==> src/hw/rtl/bpad_pkg.sv <==
// Shared constants and types for the beacon period anomaly detector.
package bpad_pkg;

  localparam int TIME_BITS_DEF     = 48;
  localparam int AVG_FRAC_BITS_DEF = 8;

  // Fixed widths of the stream and configuration fields.
  localparam int IN_TIME_BITS  = 48;
  localparam int S_TDATA_BITS  = 56;
  localparam int M_TDATA_BITS  = 8;

  typedef struct packed {
    logic arrival_notify;
    logic anomaly_notify;
    logic net_change;
  } flags_t;

endpackage

==> src/hw/rtl/bpad_core.sv <==
// Beacon state (last time, averaged period) and per-beacon classification.
module bpad_core #(
  parameter int TIME_BITS     = bpad_pkg::TIME_BITS_DEF,
  parameter int AVG_FRAC_BITS = bpad_pkg::AVG_FRAC_BITS_DEF
) (
  input  logic                              clk,
  input  logic                              rst,
  input  logic                              step,
  input  logic [bpad_pkg::IN_TIME_BITS-1:0] arrival_time,
  input  logic                              circuit_present,
  input  logic [bpad_pkg::IN_TIME_BITS-1:0] program_start_time,
  output bpad_pkg::flags_t                  flags
);
  import bpad_pkg::*;

  localparam int AW = TIME_BITS + AVG_FRAC_BITS;

  logic                 seen_first;
  logic                 seen_second;
  logic [TIME_BITS-1:0] last_time;
  logic [AW-1:0]        avg;

  logic [TIME_BITS-1:0] now;
  logic [TIME_BITS-1:0] start;
  logic [TIME_BITS-1:0] period;
  logic [TIME_BITS-1:0] running;
  logic [AW-1:0]        p;
  logic [AW+2:0]        p4_w3;
  logic [AW+2:0]        a5;
  logic [AW+2:0]        a4;
  logic [AW+2:0]        p5;
  logic [AW+3:0]        p4_w4;
  logic [AW+3:0]        a13;
  logic [AW+3:0]        sum7;
  logic                 ge_hi;
  logic                 ge_top;
  logic                 le_lo;
  logic                 seed_net;

  // Fit the fixed-width time fields to the internal time width.
  if (TIME_BITS <= IN_TIME_BITS) begin : g_trunc
    assign now   = arrival_time[TIME_BITS-1:0];
    assign start = program_start_time[TIME_BITS-1:0];
  end else begin : g_ext
    assign now   = {{(TIME_BITS-IN_TIME_BITS){1'b0}}, arrival_time};
    assign start = {{(TIME_BITS-IN_TIME_BITS){1'b0}}, program_start_time};
  end

  always_comb begin
    // Saturate a backward step to zero.
    period  = (now >= last_time) ? (now - last_time) : '0;
    running = last_time - start;
    p       = AW'(period) << AVG_FRAC_BITS;

    p4_w3 = (AW+3)'(p) << 2;
    a5    = (AW+3)'(avg) + ((AW+3)'(avg) << 2);
    a4    = (AW+3)'(avg) << 2;
    p5    = (AW+3)'(p) + ((AW+3)'(p) << 2);
    p4_w4 = (AW+4)'(p) << 2;
    a13   = (AW+4)'(avg) + ((AW+4)'(avg) << 2) + ((AW+4)'(avg) << 3);
    sum7  = ((AW+4)'(avg) << 3) - (AW+4)'(avg) + (AW+4)'(p);

    ge_hi    = p4_w3 >= a5;
    ge_top   = p4_w4 >= a13;
    le_lo    = a4 >= p5;
    seed_net = (last_time >= start) && (period <= running);
  end

  always_comb begin
    flags = '0;
    if (!seen_first) begin
      flags.anomaly_notify = circuit_present;
    end else if (!seen_second) begin
      flags.anomaly_notify = circuit_present;
      flags.net_change     = seed_net;
    end else if (ge_hi) begin
      flags.anomaly_notify = circuit_present;
      flags.net_change     = ge_top;
    end else if (le_lo) begin
      flags.anomaly_notify = circuit_present;
      flags.net_change     = 1'b1;
    end else begin
      flags.arrival_notify = circuit_present;
    end
  end

  always_ff @(posedge clk) begin
    if (rst) begin
      seen_first  <= 1'b0;
      seen_second <= 1'b0;
      last_time   <= '0;
      avg         <= '0;
    end else if (step) begin
      last_time  <= now;
      seen_first <= 1'b1;
      if (seen_first && !seen_second) begin
        avg         <= p;
        seen_second <= 1'b1;
      end else if (seen_second) begin
        // 1/8 new period plus 7/8 old average, floored
        avg <= sum7[AW+2:3];
      end
    end
  end

endmodule

==> src/hw/rtl/beacon_period_anomaly_detector_top.sv <==
// Path: input register, then the classification and average update in bpad_core, then
// the result register, which a request enters only when it advances. Throughput: one
// request per cycle while m_tready is high; this is the only path.
// Reset (rst, synchronous): clears the beacon history, the average and the
// program start time to zero and empties both registers.
module beacon_period_anomaly_detector_top #(
  parameter int TIME_BITS     = bpad_pkg::TIME_BITS_DEF,
  parameter int AVG_FRAC_BITS = bpad_pkg::AVG_FRAC_BITS_DEF
) (
  input  logic                              clk,
  input  logic                              rst,
  input  logic                              s_tvalid,
  output logic                              s_tready,
  // [47:0] arrival_time, [48] circuit_present, [55:49] zero
  input  logic [bpad_pkg::S_TDATA_BITS-1:0] s_tdata,
  output logic                              m_tvalid,
  input  logic                              m_tready,
  // [0] net_change, [1] anomaly_notify, [2] arrival_notify, [7:3] zero
  output logic [bpad_pkg::M_TDATA_BITS-1:0] m_tdata,
  input  logic                              cfg_wr_en,
  input  logic [bpad_pkg::IN_TIME_BITS-1:0] cfg_wr_data
);
  import bpad_pkg::*;

  logic                    in_valid;
  logic [IN_TIME_BITS-1:0] in_time;
  logic                    in_circ;
  logic [IN_TIME_BITS-1:0] program_start_time;
  logic                    advance;
  flags_t                  flags;
  flags_t                  out_flags;

  assign advance  = in_valid && (!m_tvalid || m_tready);
  assign s_tready = !in_valid || advance;

  always_ff @(posedge clk) begin
    if (rst) begin
      program_start_time <= '0;
    end else if (cfg_wr_en) begin
      program_start_time <= cfg_wr_data;
    end
  end

  always_ff @(posedge clk) begin
    if (rst) begin
      in_valid <= 1'b0;
    end else if (s_tready) begin
      in_valid <= s_tvalid;
    end
  end

  always_ff @(posedge clk) begin
    if (s_tvalid && s_tready) begin
      in_time <= s_tdata[IN_TIME_BITS-1:0];
      in_circ <= s_tdata[IN_TIME_BITS];
    end
  end

  bpad_core #(
    .TIME_BITS     (TIME_BITS),
    .AVG_FRAC_BITS (AVG_FRAC_BITS)
  ) u_core (
    .clk                (clk),
    .rst                (rst),
    .step               (advance),
    .arrival_time       (in_time),
    .circuit_present    (in_circ),
    .program_start_time (program_start_time),
    .flags              (flags)
  );

  always_ff @(posedge clk) begin
    if (rst) begin
      m_tvalid <= 1'b0;
    end else if (advance) begin
      m_tvalid <= 1'b1;
    end else if (m_tready) begin
      m_tvalid <= 1'b0;
    end
  end

  always_ff @(posedge clk) begin
    if (advance) begin
      out_flags <= flags;
    end
  end

  assign m_tdata = {{(M_TDATA_BITS-3){1'b0}}, out_flags.arrival_notify,
                    out_flags.anomaly_notify, out_flags.net_change};

endmodule

==> config.mk <==
export PLATFORM = sky130hd
export DESIGN_NAME = beacon_period_anomaly_detector_top
export DESIGN_NICKNAME = d
export VERILOG_FILES = /design/src/hw/rtl/bpad_pkg.sv /design/src/hw/rtl/bpad_core.sv /design/src/hw/rtl/beacon_period_anomaly_detector_top.sv
export SDC_FILE = /design/constraint.sdc
export NUM_CORES = 1
export LEC_CHECK = 0
export BUFFER_PORTS_ARGS = -buffer_cell sky130_fd_sc_hd__clkbuf_2
export CAP_MARGIN = 30
export CORE_MARGIN = 2
export CORE_UTILIZATION = 55
export CTS_CLUSTER_SIZE = 25
export DETAILED_ROUTE_END_ITERATION = 16
export PLACE_DENSITY_LB_ADDON = 0.25
export REMOVE_ABC_BUFFERS = 1
export SETUP_SLACK_MARGIN = 0.02
export SYNTH_ARGS = -nofsm -noshare
export SYNTH_HDL_FRONTEND = slang
export SYNTH_SLANG_ARGS = --single-unit
==> constraint.sdc <==
create_clock -name clk -period 10.2 [get_ports clk]
set_input_delay 0.51 -clock clk [delete_from_list [all_inputs] [get_ports clk]]
set_output_delay 0.51 -clock clk [all_outputs]
set_load 0.05 [all_outputs]
==> results.txt <==
hold path endpoint - in_time[33]
Ys Warns - 0
Arr. time, crit path - 9.23 ns
proportion of layout cells with a drive suffix above 1 - 0.0539
setup_tns - 0 ns
Hold Crit Depth - 1
IO Port Bufs - 106
power density over the cells - 147 mW/mm^2
Slew Viols, Final - 0
Worst Setup Start Kind - flip-flop
top post-synthesis cells by count - 506 x ha_1, 393 x a21oi_1, 295 x inv_1
layout net count - 4416
post-CTS resize count - 0
HP Start - s_tdata[33]
status - complete, no violations
Synth area leaders - ha_1 22%, dfxtp_1 11%, a21o_1 6.8%, a21oi_1 6.7%, edfxtp_1 5.3%
slowest stage delay, CP - 0.46 ns
drt first pass iters - 6
worst rel slew slack - 0.418
post-synth top area share - 0.216
FF-to-FF path depth - 39
CP endpoint kind - flip-flop
die height - 235 um
final RePlAce weighted congestion - 0.954
initial antenna violation count - 0
via density per instance - 6.08
Post-synth EDFFs - 52
Peak supply drop - 0.160 mV
Reg clk slew, reported paths - 0.07 ns
syn_area_per_cell - 7.91 sq um
io pins - 119
number of global-route vias before repair - 25500
Root Driver - clkbuf_16
hpwl dp - 64600 um
Netlist cell types - 92
pin count of the biggest net entering global routing - 82
num rows - 84
P&R area growth vs syn - 6.22%
Antenna Violating Nets Remaining - 0
max_cap viols - 0
Fill cells - 4800
delay-heaviest family, CP - compound AO/OA/AOI/OAI gates
clock buffer count from CTS - 22
Initial Utilization - 0.558
reg2reg end - m_tdata[1]
mapped cell area - 0.0294 sq mm
drt total wl - 79700 um
final worst setup slack - 1.28 ns
WHS - 0.133 ns
Mapped Cells - 3715
flop2flop setup slack - 1.28 ns
fin crit share - 0.875
detailed-route via count - 27100
worst-path maximum fanout - 53
most frequent CP cell - a21o_1
Final setup viols - 0
Post-synth ARST share - 0
Worst Hold Class - in2reg
DRT iter0 DRCs - 1836
hold-fix buffers at CTS - 0
wire per inst - 17.9 um
die area - 0.0553 sq mm
grt ovf - 0
Worst-Margin Slew - 0.873 ns
Synth area leader - ha_1
clk_lat worst skew - 0.55 ns
Post-synth top flop - dfxtp_1
total buffers and inverters traversed by the critical path - 4
first-pass GRT wire length - 129000 um
crit path kind - reg2reg
post-CTS setup buffer count - 0
Max clock buf depth - 3
Clock Sinks - 208
CTS tree - built
fin crit period - 8.92 ns
P_leak - 15.0 nW
Synth Register Bits - 208
All-Layer GR Usage - 0.280
register area share after synthesis - 0.159
Chip Width - 235 um
pre-CTS WS - 1.47 ns
Clock Skews - 0.0174 ns
fmax - 112 MHz
H-tree depth - 1
Reg2Reg Launch Point - in_time[0]
Final Hold Vio Count - 0
core footprint - 0.0527 sq mm
RSZ-0062 raised after global routing - no
Residual DRC - 0
Worst Path Required - 10.51 ns
CP max stage cell - a31oi_1
most common cell in the netlist - ha_1
[report_power, final]
group	switching, mW	total, mW	internal (mW)
combinational	1.65	2.82	1.17
clock	0.361	0.848	0.487
sequential	0.0479	0.936	0.888
[worst max-delay path by stage]
stage	start	end	slack [ns]	cells after the start
after CTS	in_time[0]	m_tdata[1]	1.42	39
after global placement	in_time[0]	m_tdata[1]	1.60	39
final	in_time[0]	m_tdata[1]	1.28	39
after floorplan	in_time[25]	m_tdata[1]	2.66	33
after global routing	in_time[0]	m_tdata[1]	0.68	39
after detailed placement	in_time[0]	m_tdata[1]	1.47	39
[worst reg2reg max path: cells and delay by family (launching register included)]
family,cells,cell delay (ns)
AND/OR/NAND/NOR,6,1.11
flip-flops,1,0.40
XOR/XNOR,1,0.18
buffers and inverters,4,0.62
AO/OA/AOI/OAI,24,5.18
adder cells (fa/ha/maj),4,1.20
[layer usage]
layer / vias to the layer above / track usage / part of all wire
li1: 13600 / - / -
met1: 12600 / 0.404 / 0.48
met2: 793 / 0.443 / 0.43
met3: 107 / 0.0243 / 0.063
met4: 0 / 0.0825 / 0.030
met5: - / 0 / 0
[metrics by stage]
| stage | power, mW | cells | instance area (sq um) | utilization |
|---|---|---|---|---|
| 2_1_floorplan | 3.07 | 3605 | 28900 | - |
| 4_1_cts | 4.58 | 4452 | 31200 | 0.593 |
| 5_1_grt | 4.99 | 4452 | 31200 | 0.593 |
| 3_5_place_dp | 3.71 | 4412 | 30500 | 0.578 |
| 6_report | 4.60 | 4453 | 31200 | 0.593 |
| 3_3_place_gp | 3.68 | 4412 | 30500 | 0.578 |
[registers in the layout (all words and copies together), names as in the netlist]
name / count
u_core.seen_first: 1
u_core.seen_second: 1
u_core.last_time: 48
m_tvalid: 1
in_valid: 1
program_start_time: 48
u_core.avg: 56
in_circ: 1
in_time: 48
m_tdata: 3
[final cells by class]
class	count	area, sq um	area share
flip-flops and latches	208	4680	0.150
well taps	688	861	0.0276
multi-input cells	3101	23200	0.742
inverters	296	1110	0.0356
diodes	1	2.50	0.0000802
clock inverters	11	121	0.00389
repair buffers	119	631	0.0202
clock buffers	29	628	0.0201
[layout by cell type (no fill, tap or decap), types with 11 or more instances in the layout]
| master | n |
|---|---|
| nand3_1 | 63 |
| fa_1 | 53 |
| or2_2 | 12 |
| nand4_1 | 79 |
| a211oi_1 | 43 |
| a21o_1 | 267 |
| nor2b_1 | 58 |
| a222oi_1 | 11 |
| a21oi_1 | 393 |
| nor4_1 | 11 |
| a221oi_1 | 15 |
| nand2_1 | 281 |
| edfxtp_1 | 52 |
| xnor2_1 | 141 |
| buf_4 | 14 |
| a22oi_1 | 18 |
| or3_1 | 15 |
| xor2_1 | 136 |
| o31ai_1 | 12 |
| o21a_1 | 38 |
| and4_1 | 12 |
| nor2_1 | 242 |
| nand2b_1 | 50 |
| and3_1 | 34 |
| a31oi_1 | 41 |
| o21ai_1 | 14 |
| ha_1 | 506 |
| o21ai_0 | 175 |
| dfxtp_1 | 156 |
| and2_1 | 55 |
| clkbuf_16 | 23 |
| o21bai_1 | 45 |
| o22ai_1 | 12 |
| mux2i_1 | 50 |
| inv_1 | 295 |
| nor3_1 | 40 |
| clkbuf_2 | 104 |
| o211ai_1 | 26 |
[kinds of logic after synthesis]
family,after synthesis,synth area share
DFF,208,0.159
xor gates and xnor gates,277,0.0826
muxes,50,0.0170
buffers and inverters,410,0.0531
adders and majority gates,559,0.252
AOI/OAI and AO/OA,1221,0.271
other,1,0.000128
and+or+nand+nor,989,0.165
Note: power is estimated with default switching activity, not from simulation.
